<file path="src/rtl/core/assert_macros.svh">
// Assertion helpers shared by the RTL modules.
// Both forms sample on the rising edge of clock and are off while reset is high.
`ifndef ASSERT_MACROS_SVH
`define ASSERT_MACROS_SVH

// Same-cycle implication.
`define RAR_ASSERT_IMP(lbl, ante, cons) \
   lbl: assert property (@(posedge clock) disable iff (reset) (ante) |-> (cons)) \
      else $error("rational arith assertion failed");

// Next-cycle implication.
`define RAR_ASSERT_NEXT(lbl, ante, cons) \
   lbl: assert property (@(posedge clock) disable iff (reset) (ante) |=> (cons)) \
      else $error("rational arith assertion failed");

`endif

</file>
<file path="src/rtl/core/rar_pkg.sv">
// ----------------------------------------------------------------------------
// rar_pkg
// Shared constants, codes and controller/datapath interface types for the
// rational arithmetic unit.
// ----------------------------------------------------------------------------
package rar_pkg;

   // Default operand width and fixed result widths.
   localparam int OPERAND_WIDTH_DEF = 16;
   localparam int RES_NUM_WIDTH     = 33;
   localparam int RES_DEN_WIDTH     = 32;
   localparam int CMD_WIDTH         = 2;
   localparam int EXT_WIDTH         = 64;

   // Operation codes.
   localparam logic [CMD_WIDTH-1:0] CMD_ADD = 2'd0;
   localparam logic [CMD_WIDTH-1:0] CMD_MUL = 2'd1;
   localparam logic [CMD_WIDTH-1:0] CMD_INC = 2'd2;

   // Multiplier operand selection.
   localparam logic [1:0] MSEL_AX = 2'd0;  // a_num times b_den or b_num
   localparam logic [1:0] MSEL_BA = 2'd1;  // b_num times a_den
   localparam logic [1:0] MSEL_DD = 2'd2;  // a_den times b_den

   // Divider operand selection.
   localparam logic [1:0] DSEL_REM = 2'd0;  // gcd remainder m rem n
   localparam logic [1:0] DSEL_NUM = 2'd1;  // numerator over gcd
   localparam logic [1:0] DSEL_DEN = 2'd2;  // denominator over gcd

   // Commands from the controller to the datapath.
   typedef struct packed {
      logic       load;
      logic       mul_en;
      logic [1:0] mul_sel;
      logic       sum_en;
      logic       err_set;
      logic       div_start;
      logic [1:0] div_sel;
      logic       gcd_step;
      logic       qn_en;
      logic       qd_en;
      logic       out_load;
   } rar_cmd_type;

   // Status from the datapath to the controller.
   typedef struct packed {
      logic err;
      logic n_zero;
      logic m_zero;
      logic div_done;
   } rar_status_type;

endpackage

</file>
<file path="src/rtl/core/rar_div.sv">
// ----------------------------------------------------------------------------
// rar_div
// Signed truncating divider, one quotient bit per cycle (restoring).
// Gives quotient and remainder with C semantics.
// ----------------------------------------------------------------------------
module rar_div #(
   parameter int VW = 2 * rar_pkg::OPERAND_WIDTH_DEF + 1
) (
   input  logic                 clock,
   input  logic                 reset,
   input  logic                 start,
   input  logic signed [VW-1:0] dividend,
   input  logic signed [VW-1:0] divisor,
   output logic                 done,
   output logic signed [VW-1:0] quot,
   output logic signed [VW-1:0] rem
);
   localparam int CW = $clog2(VW);

   logic          busy_ff, busy_in;
   logic          done_ff, done_in;
   logic [CW-1:0] cnt_ff, cnt_in;
   logic [VW-1:0] q_ff, q_in;
   logic [VW-1:0] r_ff, r_in;
   logic [VW-1:0] d_ff, d_in;
   logic          sq_ff, sq_in;
   logic          sr_ff, sr_in;

   logic [VW-1:0] x_mag;
   logic [VW-1:0] y_mag;
   logic [VW:0]   r_sh;
   logic [VW:0]   r_diff;
   logic          fits;
   logic          last;

   // Operand magnitudes; the most negative value maps to its unsigned magnitude.
   assign x_mag = dividend[VW-1] ? (~$unsigned(dividend) + 1'b1) : $unsigned(dividend);
   assign y_mag = divisor[VW-1]  ? (~$unsigned(divisor) + 1'b1)  : $unsigned(divisor);

   // One restoring step.
   assign r_sh   = {r_ff, q_ff[VW-1]};
   assign r_diff = r_sh - {1'b0, d_ff};
   assign fits   = (r_sh >= {1'b0, d_ff});
   assign last   = (cnt_ff == CW'(VW - 1));

   always_comb begin
      busy_in = busy_ff;
      done_in = 1'b0;
      cnt_in  = cnt_ff;
      q_in    = q_ff;
      r_in    = r_ff;
      d_in    = d_ff;
      sq_in   = sq_ff;
      sr_in   = sr_ff;
      if (start && !busy_ff) begin
         busy_in = 1'b1;
         cnt_in  = '0;
         q_in    = x_mag;
         r_in    = '0;
         d_in    = y_mag;
         sq_in   = dividend[VW-1] ^ divisor[VW-1];
         sr_in   = dividend[VW-1];
      end else if (busy_ff) begin
         q_in   = {q_ff[VW-2:0], fits};
         r_in   = fits ? r_diff[VW-1:0] : r_sh[VW-1:0];
         cnt_in = cnt_ff + 1'b1;
         if (last) begin
            busy_in = 1'b0;
            done_in = 1'b1;
         end
      end
   end

   // Control state.
   always_ff @(posedge clock) begin
      if (reset) begin
         busy_ff <= 1'b0;
         done_ff <= 1'b0;
         cnt_ff  <= '0;
      end else begin
         busy_ff <= busy_in;
         done_ff <= done_in;
         cnt_ff  <= cnt_in;
      end
   end

   // Working registers.
   always_ff @(posedge clock) begin
      q_ff  <= q_in;
      r_ff  <= r_in;
      d_ff  <= d_in;
      sq_ff <= sq_in;
      sr_ff <= sr_in;
   end

   // Quotient sign follows both operands, remainder sign follows the dividend.
   assign done = done_ff;
   assign quot = sq_ff ? $signed(~q_ff + 1'b1) : $signed(q_ff);
   assign rem  = sr_ff ? $signed(~r_ff + 1'b1) : $signed(r_ff);

endmodule

</file>
<file path="src/rtl/core/rar_dpath.sv">
// ----------------------------------------------------------------------------
// rar_dpath
// Datapath: operand registers, shared multiplier, raw fraction, gcd pair,
// shared divider and result register.
// ----------------------------------------------------------------------------
module rar_dpath #(
   parameter int OPERAND_WIDTH = rar_pkg::OPERAND_WIDTH_DEF
) (
   input  logic                                  clock,
   input  logic                                  reset,
   input  logic [rar_pkg::CMD_WIDTH-1:0]         req_command,
   input  logic signed [OPERAND_WIDTH-1:0]       req_a_num,
   input  logic signed [OPERAND_WIDTH-1:0]       req_a_den,
   input  logic signed [OPERAND_WIDTH-1:0]       req_b_num,
   input  logic signed [OPERAND_WIDTH-1:0]       req_b_den,
   input  rar_pkg::rar_cmd_type                  cmd,
   output rar_pkg::rar_status_type               status,
   output logic signed [rar_pkg::RES_NUM_WIDTH-1:0] res_num,
   output logic signed [rar_pkg::RES_DEN_WIDTH-1:0] res_den,
   output logic                                  res_error
);
   import rar_pkg::*;

   localparam int W  = OPERAND_WIDTH;
   localparam int PW = 2 * W;
   localparam int VW = 2 * W + 1;

   logic [CMD_WIDTH-1:0] op_ff;
   logic signed [W-1:0]  an_ff, ad_ff, bn_ff, bd_ff;
   logic                 err_ff, err_in;
   logic signed [PW-1:0] p0_ff, p1_ff, p2_ff;
   logic signed [VW-1:0] num_ff, num_in;
   logic signed [VW-1:0] den_ff, den_in;
   logic signed [VW-1:0] m_ff, n_ff;
   logic signed [VW-1:0] qn_ff, qd_ff;
   logic signed [RES_NUM_WIDTH-1:0] res_num_ff;
   logic signed [RES_DEN_WIDTH-1:0] res_den_ff;
   logic                 res_err_ff;

   logic                 err_load;
   logic signed [W-1:0]  mul_a, mul_b;
   logic signed [PW-1:0] prod;
   logic signed [VW-1:0] div_x, div_y;
   logic signed [VW-1:0] div_quot, div_rem;
   logic                 div_done;
   logic signed [EXT_WIDTH-1:0] qn_ext, qd_ext;

   // Operand checks on the incoming transaction.
   always_comb begin
      case (req_command)
         CMD_ADD: err_load = (req_a_den == '0) || (req_b_den == '0);
         CMD_MUL: err_load = (req_a_den == '0) || (req_b_den == '0);
         CMD_INC: err_load = (req_a_den == '0);
         default: err_load = 1'b1;
      endcase
   end

   always_comb begin
      err_in = err_ff;
      if (cmd.load) begin
         err_in = err_load;
      end else if (cmd.err_set) begin
         err_in = 1'b1;
      end
   end

   always_ff @(posedge clock) begin
      if (reset) begin
         err_ff <= 1'b0;
      end else begin
         err_ff <= err_in;
      end
   end

   // Operand capture.
   always_ff @(posedge clock) begin
      if (cmd.load) begin
         op_ff <= req_command;
         an_ff <= req_a_num;
         ad_ff <= req_a_den;
         bn_ff <= req_b_num;
         bd_ff <= req_b_den;
      end
   end

   // Shared multiplier, one product per cycle.
   always_comb begin
      case (cmd.mul_sel)
         MSEL_AX: begin
            mul_a = an_ff;
            mul_b = (op_ff == CMD_MUL) ? bn_ff : bd_ff;
         end
         MSEL_BA: begin
            mul_a = bn_ff;
            mul_b = ad_ff;
         end
         default: begin
            mul_a = ad_ff;
            mul_b = bd_ff;
         end
      endcase
   end

   assign prod = mul_a * mul_b;

   always_ff @(posedge clock) begin
      if (cmd.mul_en) begin
         case (cmd.mul_sel)
            MSEL_AX: p0_ff <= prod;
            MSEL_BA: p1_ff <= prod;
            default: p2_ff <= prod;
         endcase
      end
   end

   // Raw numerator and denominator.
   always_comb begin
      case (op_ff)
         CMD_ADD: begin
            num_in = VW'(p0_ff) + VW'(p1_ff);
            den_in = VW'(p2_ff);
         end
         CMD_MUL: begin
            num_in = VW'(p0_ff);
            den_in = VW'(p2_ff);
         end
         default: begin
            num_in = VW'(an_ff) + VW'(ad_ff);
            den_in = VW'(ad_ff);
         end
      endcase
   end

   // Raw fraction and the gcd working pair.
   always_ff @(posedge clock) begin
      if (cmd.sum_en) begin
         num_ff <= num_in;
         den_ff <= den_in;
         m_ff   <= num_in;
         n_ff   <= den_in;
      end else if (cmd.gcd_step) begin
         m_ff <= n_ff;
         n_ff <= div_rem;
      end
   end

   // Divider operands: remainder step, or exact division by the gcd in m.
   always_comb begin
      case (cmd.div_sel)
         DSEL_REM: begin
            div_x = m_ff;
            div_y = n_ff;
         end
         DSEL_NUM: begin
            div_x = num_ff;
            div_y = m_ff;
         end
         default: begin
            div_x = den_ff;
            div_y = m_ff;
         end
      endcase
   end

   rar_div #(
      .VW(VW)
   ) u_div (
      .clock    (clock),
      .reset    (reset),
      .start    (cmd.div_start),
      .dividend (div_x),
      .divisor  (div_y),
      .done     (div_done),
      .quot     (div_quot),
      .rem      (div_rem)
   );

   // Reduced fraction.
   always_ff @(posedge clock) begin
      if (cmd.qn_en) begin
         qn_ff <= div_quot;
      end
      if (cmd.qd_en) begin
         qd_ff <= div_quot;
      end
   end

   // Result register; an error gives zero over zero.
   assign qn_ext = EXT_WIDTH'(qn_ff);
   assign qd_ext = EXT_WIDTH'(qd_ff);

   always_ff @(posedge clock) begin
      if (cmd.out_load) begin
         res_num_ff <= err_ff ? '0 : qn_ext[RES_NUM_WIDTH-1:0];
         res_den_ff <= err_ff ? '0 : qd_ext[RES_DEN_WIDTH-1:0];
         res_err_ff <= err_ff;
      end
   end

   assign status.err      = err_ff;
   assign status.n_zero   = (n_ff == '0);
   assign status.m_zero   = (m_ff == '0);
   assign status.div_done = div_done;

   assign res_num   = res_num_ff;
   assign res_den   = res_den_ff;
   assign res_error = res_err_ff;

endmodule

</file>
<file path="src/rtl/core/rar_ctrl.sv">
// ----------------------------------------------------------------------------
// rar_ctrl
// Controller: sequences multiply, gcd loop and the two exact divisions, and
// runs both handshakes.
// ----------------------------------------------------------------------------
`include "assert_macros.svh"

module rar_ctrl (
   input  logic                    clock,
   input  logic                    reset,
   input  logic                    req_valid,
   output logic                    req_ready,
   output logic                    rsp_valid,
   input  logic                    rsp_ready,
   input  rar_pkg::rar_status_type status,
   output rar_pkg::rar_cmd_type    cmd
);
   import rar_pkg::*;

   localparam logic [3:0] S_IDLE   = 4'd0;
   localparam logic [3:0] S_MUL0   = 4'd1;
   localparam logic [3:0] S_MUL1   = 4'd2;
   localparam logic [3:0] S_MUL2   = 4'd3;
   localparam logic [3:0] S_SUM    = 4'd4;
   localparam logic [3:0] S_GTEST  = 4'd5;
   localparam logic [3:0] S_GREM   = 4'd6;
   localparam logic [3:0] S_QN     = 4'd7;
   localparam logic [3:0] S_QD     = 4'd8;
   localparam logic [3:0] S_FINISH = 4'd9;

   logic [3:0] state_ff, state_in;
   logic       rsp_valid_ff, rsp_valid_in;
   logic       out_free;

   // The result register can take a new value when empty or being drained.
   assign out_free = !rsp_valid_ff || rsp_ready;

   always_comb begin
      state_in = state_ff;
      cmd      = '0;
      case (state_ff)
         S_IDLE: begin
            if (req_valid) begin
               cmd.load = 1'b1;
               state_in = S_MUL0;
            end
         end
         S_MUL0: begin
            if (status.err) begin
               state_in = S_FINISH;
            end else begin
               cmd.mul_en  = 1'b1;
               cmd.mul_sel = MSEL_AX;
               state_in    = S_MUL1;
            end
         end
         S_MUL1: begin
            cmd.mul_en  = 1'b1;
            cmd.mul_sel = MSEL_BA;
            state_in    = S_MUL2;
         end
         S_MUL2: begin
            cmd.mul_en  = 1'b1;
            cmd.mul_sel = MSEL_DD;
            state_in    = S_SUM;
         end
         S_SUM: begin
            cmd.sum_en = 1'b1;
            state_in   = S_GTEST;
         end
         // Euclid loop test: a zero second value ends it with the gcd in m.
         S_GTEST: begin
            if (!status.n_zero) begin
               cmd.div_start = 1'b1;
               cmd.div_sel   = DSEL_REM;
               state_in      = S_GREM;
            end else if (status.m_zero) begin
               cmd.err_set = 1'b1;
               state_in    = S_FINISH;
            end else begin
               cmd.div_start = 1'b1;
               cmd.div_sel   = DSEL_NUM;
               state_in      = S_QN;
            end
         end
         S_GREM: begin
            if (status.div_done) begin
               cmd.gcd_step = 1'b1;
               state_in     = S_GTEST;
            end
         end
         S_QN: begin
            cmd.div_sel = DSEL_DEN;
            if (status.div_done) begin
               cmd.qn_en     = 1'b1;
               cmd.div_start = 1'b1;
               state_in      = S_QD;
            end
         end
         S_QD: begin
            if (status.div_done) begin
               cmd.qd_en = 1'b1;
               state_in  = S_FINISH;
            end
         end
         S_FINISH: begin
            if (out_free) begin
               cmd.out_load = 1'b1;
               state_in     = S_IDLE;
            end
         end
         default: begin
            state_in = S_IDLE;
         end
      endcase
   end

   // Result valid flag.
   always_comb begin
      rsp_valid_in = rsp_valid_ff;
      if (cmd.out_load) begin
         rsp_valid_in = 1'b1;
      end else if (rsp_ready) begin
         rsp_valid_in = 1'b0;
      end
   end

   always_ff @(posedge clock) begin
      if (reset) begin
         state_ff     <= S_IDLE;
         rsp_valid_ff <= 1'b0;
      end else begin
         state_ff     <= state_in;
         rsp_valid_ff <= rsp_valid_in;
      end
   end

   assign req_ready = (state_ff == S_IDLE);
   assign rsp_valid = rsp_valid_ff;

   // A waiting result is never overwritten.
   `RAR_ASSERT_IMP(a_no_overwrite, rsp_valid_ff && !rsp_ready, !cmd.out_load)
   // Only one transaction is in flight at a time.
   `RAR_ASSERT_NEXT(a_one_in_flight, cmd.load, !req_ready)
   // A divider start is never answered in the following cycle.
   `RAR_ASSERT_NEXT(a_div_latency, cmd.div_start, !status.div_done)

endmodule

</file>
<file path="src/rtl/core/rational_arith_reduce.sv">
// ----------------------------------------------------------------------------
// rational_arith_reduce
// Rational add, multiply and increment with gcd reduction of the result.
//
// Channel  Direction  Handshake              Payload
// req      in         req_valid/req_ready    command, a_num, a_den, b_num, b_den
// rsp      out        rsp_valid/rsp_ready    res_num, res_den, error
//
// One transaction is processed at a time; the next is taken as soon as the
// previous result sits in the output register, even if it is not yet taken.
// The time from acceptance to a valid result grows with the number of Euclid
// remainder steps, as the bit-serial divider works through each division. An
// operand error skips the arithmetic and goes straight to the final state.
// Reset is synchronous and clears the controller, the divider control state and the error flag.
// A stalled result holds the controller in its final state until taken.
// ----------------------------------------------------------------------------
module rational_arith_reduce #(
   parameter int OPERAND_WIDTH = rar_pkg::OPERAND_WIDTH_DEF
) (
   input  logic                                     clock,
   input  logic                                     reset,
   input  logic                                     req_valid,
   output logic                                     req_ready,
   input  logic [rar_pkg::CMD_WIDTH-1:0]            req_command,
   input  logic signed [OPERAND_WIDTH-1:0]          req_a_num,
   input  logic signed [OPERAND_WIDTH-1:0]          req_a_den,
   input  logic signed [OPERAND_WIDTH-1:0]          req_b_num,
   input  logic signed [OPERAND_WIDTH-1:0]          req_b_den,
   output logic                                     rsp_valid,
   input  logic                                     rsp_ready,
   output logic signed [rar_pkg::RES_NUM_WIDTH-1:0] rsp_res_num,
   output logic signed [rar_pkg::RES_DEN_WIDTH-1:0] rsp_res_den,
   output logic                                     rsp_error
);
   import rar_pkg::*;

   rar_cmd_type    cmd;
   rar_status_type status;

   // Sequencer.
   rar_ctrl u_ctrl (
      .clock     (clock),
      .reset     (reset),
      .req_valid (req_valid),
      .req_ready (req_ready),
      .rsp_valid (rsp_valid),
      .rsp_ready (rsp_ready),
      .status    (status),
      .cmd       (cmd)
   );

   // Arithmetic.
   rar_dpath #(
      .OPERAND_WIDTH(OPERAND_WIDTH)
   ) u_dpath (
      .clock       (clock),
      .reset       (reset),
      .req_command (req_command),
      .req_a_num   (req_a_num),
      .req_a_den   (req_a_den),
      .req_b_num   (req_b_num),
      .req_b_den   (req_b_den),
      .cmd         (cmd),
      .status      (status),
      .res_num     (rsp_res_num),
      .res_den     (rsp_res_den),
      .res_error   (rsp_error)
   );

endmodule
</file>
<file path="config.mk">
export PLATFORM = sky130hd
export DESIGN_NAME = rational_arith_reduce
export DESIGN_NICKNAME = d
export VERILOG_FILES = /design/src/rtl/core/rar_pkg.sv /design/src/rtl/core/rar_div.sv /design/src/rtl/core/rar_dpath.sv /design/src/rtl/core/rar_ctrl.sv /design/src/rtl/core/rational_arith_reduce.sv
export VERILOG_INCLUDE_DIRS = /design/src /design/src/rtl/core
export SDC_FILE = /design/constraint.sdc
export NUM_CORES = 2
export LEC_CHECK = 0
export BUFFER_PORTS_ARGS = -buffer_cell sky130_fd_sc_hd__buf_2
export CORE_MARGIN = 1
export CORE_UTILIZATION = 35
export CTS_CLUSTER_DIAMETER = 30
export CTS_CLUSTER_SIZE = 24
export DETAILED_ROUTE_END_ITERATION = 8
export PLACE_DENSITY = 0.61
export SLEW_MARGIN = 15
export SYNTH_ARGS = -nofsm -noshare
export SYNTH_HDL_FRONTEND = slang
export SYNTH_HIERARCHICAL = 1
export SYNTH_SLANG_ARGS = --single-unit
</file>
<file path="constraint.sdc">
create_clock -name clock -period 14.91 [get_ports clock]
set_input_delay 2.982 -clock clock [delete_from_list [all_inputs] [get_ports clock]]
set_output_delay 2.982 -clock clock [all_outputs]
set_load 0.01 [all_outputs]
</file>
==> metrics.md <==
| Metric | Value |
|---|---|
| Worst clock skew | `0.09212 ns` |
| Seq/Total Area, Yosys | `0.4104` |
| Detailed Routing Iterations Pass 1 | `6` |
| Area delta synth->final | `16.89%` |
| Syn_nets | `4092` |
| H-Tree Depth | `3` |
| WHS | `0.5024 ns` |
| FF+latch count, synth | `539` |
| CTS tree | `yes` |
| Storage cell area | `0.01572 sq mm` |
| Final setup viols | `0` |
| Drt via density | `5.223` |
| WS Path Type | `reg2reg` |
| Reg2reg end | `u_dpath/p0_ff[31]` |
| Tightest Pin Transition | `1.166 ns` |
| Most frequent CP cell | `fa_1` |
| GP Congestion | `0.9234` |
| Clk_lat worst skew | `0.71 ns` |
| DR WL/cell | `19.19 microns` |
| Post-CTS Setup Inserts | `0` |
| Slew HR | `0.2147` |
| Cell family with most CP delay | `adder cells` |
| Fraction of registers with async set or reset after synthesis | `0` |
| Largest net degree at the start of global routing | `139` |
| Synth Instances | `3588` |
| I/O Pins | `138` |
| Post-Route WL | `100700 microns` |
| Final worst-path cycle share | `0.6243` |
| Root buf cell | `clkbuf_16` |
| WHS Path Cells | `1` |
| CTS clk-pin slew, worst paths | `0.05 ns` |
| R2R cell count | `26` |
| Worst r2r src | `u_ctrl/state_ff[0]` |
| Vias | `27390` |
| Hold_sp | `u_dpath/p2_ff[5]` |
| CP bufs+invs | `4` |
| Final hold violations | `0` |
| Cts bufs inserted | `117` |
| DRT antenna net count | `0` |
| Critical-path maximum fanout | `37` |
| Startpoint Class | `flop` |
| Status | `completed` |
| Site Rows | `120` |
| Yosys warns | `6` |
| Die Wd | `332.8 microns` |
| EDFF count, synth | `492` |
| Setup tns final | `0 ns` |
| Setup slack, reg-to-reg | `5.60 ns` |
| CP Data Required Time | `15.29 ns` |
| Total grt overflow | `0` |
| Die footprint | `0.1107 sq mm` |
| Multi-input logic area | `0.02052 sq mm` |
| GRT Util Overall | `0.1825` |
| Die Ht | `332.8 microns` |
| Most frequent cells in the layout | `edfxtp_1 (492), inv_1 (407), nand2_1 (346), fa_1 (265), nor2_1 (259)` |
| End of the worst hold path | `u_dpath/den_ff[5]` |
| Most common cell after layout, fill and taps aside | `edfxtp_1` |
| First-pass GRT wire length | `157700 microns` |
| Buffers added on ports | `137` |
| Top FF cell, synth | `edfxtp_1` |
| Initial Utilization | `0.3552` |
| CP endpoint kind | `flop` |
| Core Region | `0.1078 sq mm` |
| Post-synthesis cell area | `0.03830 sq mm` |
| Post-synth cell types | `98` |
| Resize count post-CTS | `0` |
| Number of fillers in the final layout | `10210` |
| Hold Crit Class | `reg2reg` |
| CTS Buffer Depth | `3` |
| Number of remaining DRC errors | `0` |
| Min Tclk post-route | `9.308 ns` |
| Net count, final | `4244` |
| Max cap viols | `0` |
| Slowest cell on the critical path | `nor2_1` |
| CP peak stage delay | `0.93 ns` |
| Initial antenna violation count | `5` |
| Share of cells above drive strength 1 | `0.1502` |
| Data arrival time of the worst path | `9.68 ns` |
| Vias in the first global route | `27790` |
| Maximum clock rate | `107.4 MHz` |
| Drt initial violations | `2336` |
| Diodes inserted | `0` |
| Clk sinks | `539` |
| Syn Area/Cell | `10.67 sq um` |
| # hold bufs at CTS | `0` |
| RSZ-0062 raised after global routing | `false` |
| Detail Placement HPWL | `77800 microns` |
| Fin. max-slew vios | `0` |
## synth_stat cells (all sizes together) (28+ instances only)
| cell | number | area, sq um |
|---|---|---|
| o21ai | 241 | 1214 |
| nor4 | 35 | 264.0 |
| nor2 | 265 | 994.7 |
| mux2 | 106 | 1194 |
| ha | 169 | 2115 |
| o21a | 29 | 217.7 |
| nand3 | 35 | 180.2 |
| nor3 | 30 | 150.1 |
| a21o | 45 | 337.8 |
| nand2b | 32 | 200.2 |
| dfxtp | 47 | 940.9 |
| a21oi | 132 | 675.7 |
| nor2b | 79 | 501.7 |
| clkbuf | 114 | 427.9 |
| xor2 | 74 | 648.1 |
| edfxtp | 492 | 14770 |
| nand2 | 347 | 1303 |
| o31ai | 41 | 327.8 |
| inv | 409 | 1535 |
| or4 | 29 | 240.2 |
| fa | 265 | 5305 |
| buf | 34 | 171.4 |
| xnor2 | 146 | 1279 |
| nand4 | 28 | 175.2 |
| mux2i | 83 | 830.8 |
## logic make-up after synthesis
group                    Yosys count  synth area share
buffers and inverters            558           0.05584
AND/OR/NAND/NOR                  966            0.1216
multiplexers                     189           0.05286
XOR/XNOR                         220           0.05032
flip-flops                       539            0.4104
AO/OA/AOI/OAI                    682            0.1153
adder cells (fa/ha/maj)          434            0.1937
## worst max path at each step
| stage | cells past startpoint | end | startpoint | slack (ns) |
|---|---|---|---|---|
| 2_1_floorplan | 28 | u_dpath/p0_ff[31] | u_ctrl/state_ff[2] | 6.89 |
| 3_3_place_gp | 27 | u_dpath/p0_ff[31] | u_dpath/op_ff[1] | 5.76 |
| 3_5_place_dp | 27 | u_dpath/p0_ff[31] | u_dpath/op_ff[1] | 5.65 |
| 4_1_cts | 27 | u_dpath/p0_ff[31] | u_dpath/op_ff[1] | 5.58 |
| 5_1_grt | 26 | u_dpath/p1_ff[31] | u_ctrl/state_ff[0] | 5.00 |
| 6_report | 26 | u_dpath/p0_ff[31] | u_ctrl/state_ff[0] | 5.60 |
## layer usage
layer,GRT usage,vias up,share of wire
met3,0.03865,200,0.073
met2,0.3024,889,0.47
met1,0.2309,13460,0.41
met4,0.07471,4,0.038
li1,-,12840,-
met5,0,-,0.00026
## through the flow
step	cells	utilization	worst slack (ns)	instance area, sq um
global route	5244	0.4152	4.998	44760
global placement	5024	0.3762	5.759	40550
detailed placement	5024	0.3762	5.647	40550
finish	5244	0.4152	5.602	44760
CTS	5244	0.4152	5.581	44760
floorplan	3588	-	6.889	38300
## state kept, by name, indices dropped and copies added (netlist names), 33 cells and up
name / cells
u_dpath/m_ff: 33
u_dpath/u_div/d_ff: 33
u_dpath/res_num: 33
u_dpath/u_div/r_ff: 33
u_dpath/u_div/q_ff: 33
u_dpath/num_ff: 33
u_dpath/qn_ff: 33
u_dpath/n_ff: 33
## final cells by class
class / count / area share
tap: 1403 / 0.03922
inverter: 410 / 0.03438
clock inverter: 99 / 0.02820
clock buffer: 121 / 0.06574
multi-input combinational: 2491 / 0.4584
timing repair buffer: 181 / 0.02298
sequential: 539 / 0.3511
Power is left out: the tool's default activity adds up to more than one toggle a clock period on the data nets, which glitch-free logic cannot reach.
